===== config.mk =====
export PLATFORM = sky130hd
export DESIGN_NAME = life_automaton_row_stepper
export DESIGN_NICKNAME = d
export VERILOG_FILES = /design/src/hw/rtl/lars_pkg.sv /design/src/hw/rtl/lars_life_row.sv /design/src/hw/rtl/lars_out_queue.sv /design/src/hw/rtl/life_automaton_row_stepper.sv
export SDC_FILE = /design/constraint.sdc
export NUM_CORES = 1
export LEC_CHECK = 0
export BUFFER_PORTS_ARGS = -buffer_cell sky130_fd_sc_hd__buf_2
export CAP_MARGIN = 5
export CORE_ASPECT_RATIO = 1.2
export CORE_MARGIN = 3
export CORE_UTILIZATION = 35
export CTS_CLUSTER_SIZE = 24
export DETAILED_ROUTE_END_ITERATION = 12
export PLACE_DENSITY_LB_ADDON = 0.08
export SLEW_MARGIN = 40
export SYNTH_ARGS = -nofsm -noshare
export SYNTH_HDL_FRONTEND = slang
export SYNTH_SLANG_ARGS = --single-unit

===== constraint.sdc =====
create_clock -name clk -period 7.7 [get_ports clk]
set_clock_uncertainty 0.05 [all_clocks]
set_input_delay 1.54 -clock clk [delete_from_list [all_inputs] [get_ports clk]]
set_output_delay 1.54 -clock clk [all_outputs]
set_load 0.1 [all_outputs]

===== src/hw/rtl/lars_pkg.sv =====
package lars_pkg;

	localparam int AW_W = 7;
	typedef logic [AW_W-1:0] aw_t;
	localparam aw_t AW_RESET = aw_t'(64);

	// neighbor count of one cell: 0..8
	localparam int CNT_W = 4;
	typedef logic [CNT_W-1:0] cnt_t;
	localparam cnt_t BORN_CNT    = cnt_t'(3);
	localparam cnt_t SURVIVE_CNT = cnt_t'(2);

	// result queue occupancy and per-item push count: 0..2
	typedef logic [1:0] qcnt_t;
	localparam qcnt_t QUEUE_DEPTH = qcnt_t'(2);

endpackage


===== src/hw/rtl/lars_life_row.sv =====
module lars_life_row #(
	parameter int ROW_CELLS = 64
) (
	input  logic [ROW_CELLS-1:0] above,
	input  logic [ROW_CELLS-1:0] here,
	input  logic [ROW_CELLS-1:0] below,
	input  lars_pkg::aw_t        active_width,
	output logic [ROW_CELLS-1:0] next
);
	import lars_pkg::*;

	logic [ROW_CELLS-1:0] mask;
	logic [ROW_CELLS-1:0] a_m;
	logic [ROW_CELLS-1:0] h_m;
	logic [ROW_CELLS-1:0] b_m;

	assign a_m = above & mask;
	assign h_m = here & mask;
	assign b_m = below & mask;

	for (genvar i = 0; i < ROW_CELLS; i++) begin : g_cell
		logic [2:0] lft;
		logic [2:0] rgt;
		cnt_t       cnt;
		logic       alive;

		assign mask[i] = active_width > aw_t'(i);

		if (i > 0) begin : g_lft
			assign lft = {a_m[i-1], h_m[i-1], b_m[i-1]};
		end else begin : g_lft_edge
			assign lft = '0;
		end

		if (i < ROW_CELLS - 1) begin : g_rgt
			assign rgt = {a_m[i+1], h_m[i+1], b_m[i+1]};
		end else begin : g_rgt_edge
			assign rgt = '0;
		end

		assign cnt = cnt_t'(lft[0]) + cnt_t'(lft[1]) + cnt_t'(lft[2])
			+ cnt_t'(rgt[0]) + cnt_t'(rgt[1]) + cnt_t'(rgt[2])
			+ cnt_t'(a_m[i]) + cnt_t'(b_m[i]);
		assign alive = h_m[i];
		assign next[i] = mask[i] & ((cnt == BORN_CNT) | (alive & (cnt == SURVIVE_CNT)));
	end

endmodule


===== src/hw/rtl/lars_out_queue.sv =====
module lars_out_queue #(
	parameter int W = 65
) (
	input  logic            clk,
	input  logic            arst_n,
	input  lars_pkg::qcnt_t push_cnt,
	input  logic [W-1:0]    push0,
	input  logic [W-1:0]    push1,
	input  logic            pop_ready,
	output logic            head_valid,
	output logic [W-1:0]    head,
	output lars_pkg::qcnt_t cnt_after_pop
);
	import lars_pkg::*;

	qcnt_t      cnt_q;
	logic [W-1:0] slot0_q;
	logic [W-1:0] slot1_q;
	logic         pop;
	logic [W-1:0] keep0;
	logic [W-1:0] slot0_d;
	logic [W-1:0] slot1_d;

	assign head_valid    = cnt_q != '0;
	assign head          = slot0_q;
	assign pop           = head_valid & pop_ready;
	assign cnt_after_pop = cnt_q - qcnt_t'(pop);
	assign keep0         = pop ? slot1_q : slot0_q;

	always_comb begin
		case (cnt_after_pop)
			2'd0: begin
				slot0_d = push0;
				slot1_d = push1;
			end
			2'd1: begin
				slot0_d = keep0;
				slot1_d = push0;
			end
			default: begin
				slot0_d = slot0_q;
				slot1_d = slot1_q;
			end
		endcase
	end

	always_ff @(posedge clk or negedge arst_n) begin
		if (!arst_n) begin
			cnt_q <= '0;
		end else begin
			cnt_q <= cnt_after_pop + push_cnt;
		end
	end

	always_ff @(posedge clk) begin
		slot0_q <= slot0_d;
		slot1_q <= slot1_d;
	end

	assert property (@(posedge clk) disable iff (!arst_n)
		cnt_q <= QUEUE_DEPTH)
		else $error("result queue overflow");

	assert property (@(posedge clk) disable iff (!arst_n)
		(push_cnt != '0) |->
			({1'b0, cnt_after_pop} + {1'b0, push_cnt} <= {1'b0, QUEUE_DEPTH}))
		else $error("push without room");

endmodule


===== src/hw/rtl/life_automaton_row_stepper.sv =====
// Life B3/S23 row stepper on a bounded grid, all cells outside counted dead.
// in channel (in_valid/in_ready): one row per item, top row first;
// last_row marks the bottom row and closes the grid.
// out channel (out_valid/out_ready): next-generation rows in order; last_out
// marks the bottom one. A first row that is not also the last gives no item,
// each later row gives the row above it, and the last row also gives itself.
// cfg channel (cfg_valid/cfg_ready/active_width): columns in use; ready only
// while no item is in flight. Values above ROW_CELLS act as ROW_CELLS.
// Flow: an input item is registered, evaluated from that register, and its
// results land in a two-entry output queue whose occupancy drives out_valid.
// Throughput: one row per cycle while the output queue has room; the bottom
// row of a grid of more than one row yields two items.
// Reset clears the held rows, the queue and sets active_width to 64.
// A stalled receiver fills the queue; in_ready then drops once the item
// in the input register cannot place its results.
module life_automaton_row_stepper #(
	parameter int ROW_CELLS = 64
) (
	input  logic                 clk,
	input  logic                 arst_n,
	input  logic                 cfg_valid,
	output logic                 cfg_ready,
	input  lars_pkg::aw_t        active_width,
	input  logic                 in_valid,
	output logic                 in_ready,
	input  logic [ROW_CELLS-1:0] row_cells,
	input  logic                 last_row,
	output logic                 out_valid,
	input  logic                 out_ready,
	output logic [ROW_CELLS-1:0] next_row,
	output logic                 last_out
);
	import lars_pkg::*;

	aw_t                  width_q;
	logic                 valid_s1;
	logic [ROW_CELLS-1:0] row_s1;
	logic                 last_s1;
	logic [ROW_CELLS-1:0] upper_q;
	logic [ROW_CELLS-1:0] middle_q;
	logic                 pending_q;

	logic [ROW_CELLS-1:0] in_mask;
	logic [ROW_CELLS-1:0] res_mid;
	logic [ROW_CELLS-1:0] res_last;
	logic [ROW_CELLS-1:0] last_above;
	qcnt_t                res_cnt;
	qcnt_t                push_cnt;
	qcnt_t                q_after_pop;
	logic                 advance;
	logic [ROW_CELLS:0]   push0;
	logic [ROW_CELLS:0]   push1;
	logic [ROW_CELLS:0]   head;

	for (genvar i = 0; i < ROW_CELLS; i++) begin : g_mask
		assign in_mask[i] = width_q > aw_t'(i);
	end

	assign res_cnt  = qcnt_t'(pending_q) + qcnt_t'(last_s1);
	assign advance  = valid_s1
		& ({1'b0, q_after_pop} + {1'b0, res_cnt} <= {1'b0, QUEUE_DEPTH});
	assign push_cnt = advance ? res_cnt : '0;
	assign in_ready = ~valid_s1 | advance;
	assign cfg_ready = ~valid_s1 & ~out_valid & ~in_valid;

	assign last_above = pending_q ? middle_q : '0;

	lars_life_row #(.ROW_CELLS(ROW_CELLS)) u_row_mid (
		.above       (upper_q),
		.here        (middle_q),
		.below       (row_s1),
		.active_width(width_q),
		.next        (res_mid)
	);

	lars_life_row #(.ROW_CELLS(ROW_CELLS)) u_row_last (
		.above       (last_above),
		.here        (row_s1),
		.below       ('0),
		.active_width(width_q),
		.next        (res_last)
	);

	assign push0 = pending_q ? {1'b0, res_mid} : {1'b1, res_last};
	assign push1 = {1'b1, res_last};

	lars_out_queue #(.W(ROW_CELLS + 1)) u_out_queue (
		.clk          (clk),
		.arst_n       (arst_n),
		.push_cnt     (push_cnt),
		.push0        (push0),
		.push1        (push1),
		.pop_ready    (out_ready),
		.head_valid   (out_valid),
		.head         (head),
		.cnt_after_pop(q_after_pop)
	);

	assign next_row = head[ROW_CELLS-1:0];
	assign last_out = head[ROW_CELLS];

	always_ff @(posedge clk or negedge arst_n) begin
		if (!arst_n) begin
			width_q   <= AW_RESET;
			valid_s1  <= 1'b0;
			upper_q   <= '0;
			middle_q  <= '0;
			pending_q <= 1'b0;
		end else begin
			if (cfg_valid && cfg_ready) begin
				width_q <= active_width;
			end
			if (in_ready) begin
				valid_s1 <= in_valid;
			end
			if (advance) begin
				if (last_s1) begin
					upper_q   <= '0;
					middle_q  <= '0;
					pending_q <= 1'b0;
				end else begin
					upper_q   <= middle_q;
					middle_q  <= row_s1;
					pending_q <= 1'b1;
				end
			end
		end
	end

	always_ff @(posedge clk) begin
		if (in_valid && in_ready) begin
			row_s1  <= row_cells & in_mask;
			last_s1 <= last_row;
		end
	end

	assert property (@(posedge clk) disable iff (!arst_n)
		!pending_q |-> (upper_q == '0) && (middle_q == '0))
		else $error("held rows not cleared between grids");

	assert property (@(posedge clk) disable iff (!arst_n)
		advance && last_s1 |=> !pending_q)
		else $error("grid not closed after bottom row");

	assert property (@(posedge clk) disable iff (!arst_n)
		advance && pending_q && last_s1 |=> out_valid && !last_out)
		else $error("bottom row pair out of order");

	assert property (@(posedge clk) disable iff (!arst_n)
		advance && !pending_q && !last_s1 |=> $stable(out_valid) || $fell(out_valid))
		else $error("first row of a grid produced an item");

endmodule


==> flow_metrics.tcl <==
set metrics [dict create \
    post_dp_cell_area_mm2 0.0349 \
    finalSetupViolCount 0 \
    worst_hold_path.num_cells 2 \
    final.setup.tns_ps 0 \
    antenna_found_initial 6 \
    vias_per_cell 5.22 \
    area_growth_pct 10.7 \
    fin_ws_ps 1750 \
    vias 24300 \
    synthSimpleGateAreaFrac 0.160 \
    synth-compound-area-share 0.111 \
    ys_ff_latch 334 \
    path_cells "buf_4 > nor2_1 > nand2_1 > o211a_1 > and2_1 > ha_1 > inv_1 > fa_1 > inv_1 > fa_1 > inv_1 > fa_1 > fa_1 > or3b_2 > o22ai_1 > a31oi_1 > o31ai_1" \
    cts_setup_buffers 0 \
    syn_nets 4069 \
    rows 122 \
    cts.clk_slew.worst_paths_ps 60 \
    ctsResizeCount 0 \
    clk_path_buf_depth 3 \
    relSlewSlack 0.404 \
    die_w_um 286 \
    start_kind "register" \
    synth-xor-area-share 0.00103 \
    cp.required_ps 8080 \
    async_flop_share 0.416 \
    fmax_ghz 0.168 \
    rsz0062_at_grt "false" \
    ys_seq_area_frac 0.284 \
    post-route-period-util 0.773 \
    grt_pass1_vias 26800 \
    finalMaxSlewViolations 0 \
    synth_fa_ha_area_frac 0.355 \
    path_class "reg2reg" \
    worstMarginPinSlew_ps 872 \
    cts.sinks 334 \
    multiInputGateArea_mm2 0.0209 \
    cp.arrival_ps 6340 \
    drt-initial-drc-count 1354 \
    status "finished clean" \
    grt_max_degree 195 \
    gp_congestion 0.837 \
    fp.dieH_um 342 \
    fillers 9302 \
    drive_above_1_share 0.0924 \
    htreeDepth 2 \
    start_util 0.355 \
    regArea_mm2 0.00935 \
    cpPeakStageDelay_ps 650 \
    ctsRootBufferMaster "clkbuf_16" \
    synth_mux_area_frac 0.00692 \
    fin_nets 4165 \
    hold_buffers 0 \
    rr_worst_depth 17 \
    cts_tree "built" \
    synth_edf_count 195 \
    drc_errors 0 \
    hpwl_um 76600 \
    hold_path_class "reg2reg" \
    setup.worst_path.end_class "register" \
    syn_area_mm2 0.0329 \
    drtPass1Iterations 5 \
    hold_violations 0 \
    track_usage 0.218 \
    preCtsSetupSlack_ps 1720 \
    yosysUniqueCellTypes 85 \
    synth_warnings 0 \
    pin_count 145 \
    max_cap_viol_count 0 \
    wirelength_um 105000 \
    coreArea_mm2 0.0928 \
    avgSynthCellArea_um2 10.0 \
    grt_pass1_wl_um 162000 \
    ant_nets 0 \
    dieArea_mm2 0.0978 \
    synth_flop_cell "edfxtp_1" \
    synth_top_family_by_area "adder cells" \
    crit_fanout 21 \
    cp_slowest_cell "dfrtp_1" \
    grt_overflow 0 \
    numPortBuffers 144 \
    finalInstanceArea_mm2 0.0364 \
    crit_top_cell "fa_1" \
    syn_inst 3287 \
    clock_latency_ps 610 \
    wl_per_cell_um 22.6 \
    min_period_ps 5950 \
    cts_buffers 45 \
    worst_hold_slack_ps 427 \
]
==> final timing paths <==
kind	startpoint	endpoint	slack [ps]
hold reg to reg	upper_q[55]$_DFFE_PN0P_	upper_q[55]$_DFFE_PN0P_	430
min in group asynchronous	arst_n	middle_q[39]$_DFFE_PN0P_	940
setup / recovery	width_q[1]$_DFFE_PN0P_	u_out_queue.head[19]$_DFFE_PP_	1750
max in group asynchronous	arst_n	width_q[3]$_DFFE_PN0P_	5530
hold / removal	upper_q[55]$_DFFE_PN0P_	upper_q[55]$_DFFE_PN0P_	430
setup reg to reg	width_q[1]$_DFFE_PN0P_	u_out_queue.head[19]$_DFFE_PP_	1750
==> kinds of logic after synthesis <==
logic type               Yosys count
AND/OR/NAND/NOR                 1016
multiplexers                      21
XOR/XNOR                           3
buffers and inverters            675
flip-flops                       334
adder cells (fa/ha/maj)          705
AO/OA/AOI/OAI                    533
==> cells in the mapped netlist, types with 8 or more instances <==
master | n | share of area
buf_2 | 36 | 0.0055
o22ai_1 | 14 | 0.0027
mux2_2 | 14 | 0.0048
a21oi_1 | 29 | 0.0044
a31oi_1 | 35 | 0.0067
a31o_2 | 12 | 0.0032
o211ai_1 | 43 | 0.0098
dfrtp_1 | 138 | 0.10
o21ai_1 | 14 | 0.0021
nand2_1 | 323 | 0.037
a32oi_1 | 19 | 0.0051
clkbuf_1 | 54 | 0.0062
or4_1 | 10 | 0.0023
fa_1 | 380 | 0.23
a22o_1 | 9 | 0.0024
o21ai_0 | 156 | 0.024
and2_1 | 136 | 0.026
buf_4 | 20 | 0.0046
or4b_1 | 8 | 0.0024
or3_1 | 20 | 0.0038
nor2_1 | 173 | 0.020
and3_1 | 12 | 0.0023
a211oi_1 | 44 | 0.010
nor3b_1 | 24 | 0.0055
nor4b_1 | 24 | 0.0064
nand2b_1 | 126 | 0.024
nor3_1 | 11 | 0.0017
o2111ai_1 | 36 | 0.0096
ha_1 | 325 | 0.12
o31ai_1 | 42 | 0.0096
edfxtp_1 | 195 | 0.18
inv_1 | 547 | 0.062
o32ai_1 | 10 | 0.0027
nor2b_1 | 78 | 0.015
nand3_1 | 40 | 0.0061
a211o_1 | 8 | 0.0021
==> registers in the layout (all words and copies together) (netlist names) <==
register             cells
upper_q                 64
last_s1                  1
u_out_queue.head        65
width_q                  7
pending_q                1
middle_q                64
u_out_queue.cnt_q        2
valid_s1                 1
u_out_queue.slot1_q     65
row_s1                  64
==> placed cells by master, fill, tap and decap left out, types with 12 or more instances in the layout <==
cell and instances:
buf_2 143, buf_4 24, o211ai_1 43, and2_1 135
nand2_1 321, o31ai_1 42, nor4b_1 24, nand3_1 40
clkbuf_16 48, o22ai_1 14, and3_1 12, a21oi_1 28
mux2_2 14, dfrtp_1 133, a32oi_1 19, edfxtp_1 195
fa_1 380, a31o_2 12, o21ai_0 156, or3_1 20
nor3b_1 24, o2111ai_1 36, nor2b_1 78, a211oi_1 44
a31oi_1 35, nand2b_1 126, inv_1 546, ha_1 325
o21ai_1 14, nor2_1 172
==> metrics by stage <==
stage          cells  utilization
3_3_place_gp    4574        0.375
2_1_floorplan   3287            -
5_1_grt         4660        0.393
4_1_cts         4659        0.392
6_report        4662        0.393
3_5_place_dp    4575        0.376
==> metal layers <==
| metal | track usage | vias up | share of wire |
|---|---|---|---|
| met5 | 0 | - | 0.00039 |
| met4 | 0.0642 | 6 | 0.030 |
| met3 | 0.0298 | 155 | 0.039 |
| met2 | 0.393 | 492 | 0.51 |
| met1 | 0.271 | 12500 | 0.42 |
| li1 | - | 11200 | - |
==> worst max-delay path: cells and delay by family, from the launching register on <==
family,cells,cell delay (ps)
simple gates,4,1610
buf+inv,4,530
fa+ha+maj,5,2120
flops,1,650
compound gates,4,810
==> layout make-up <==
| cell class | instances | area share |
|---|---|---|
| Antenna cell | 2 | 0.000137 |
| Clock buffer | 61 | 0.0354 |
| Clock inverter | 23 | 0.00628 |
| Inverter | 550 | 0.0567 |
| Tap cell | 1240 | 0.0426 |
| Timing Repair Buffer | 174 | 0.0275 |
| Multi-Input combinational cell | 2278 | 0.575 |
| Sequential cell | 334 | 0.257 |
Power is left out: the tool's default activity adds up to more than one toggle a clock period on the data nets, which glitch-free logic cannot reach.
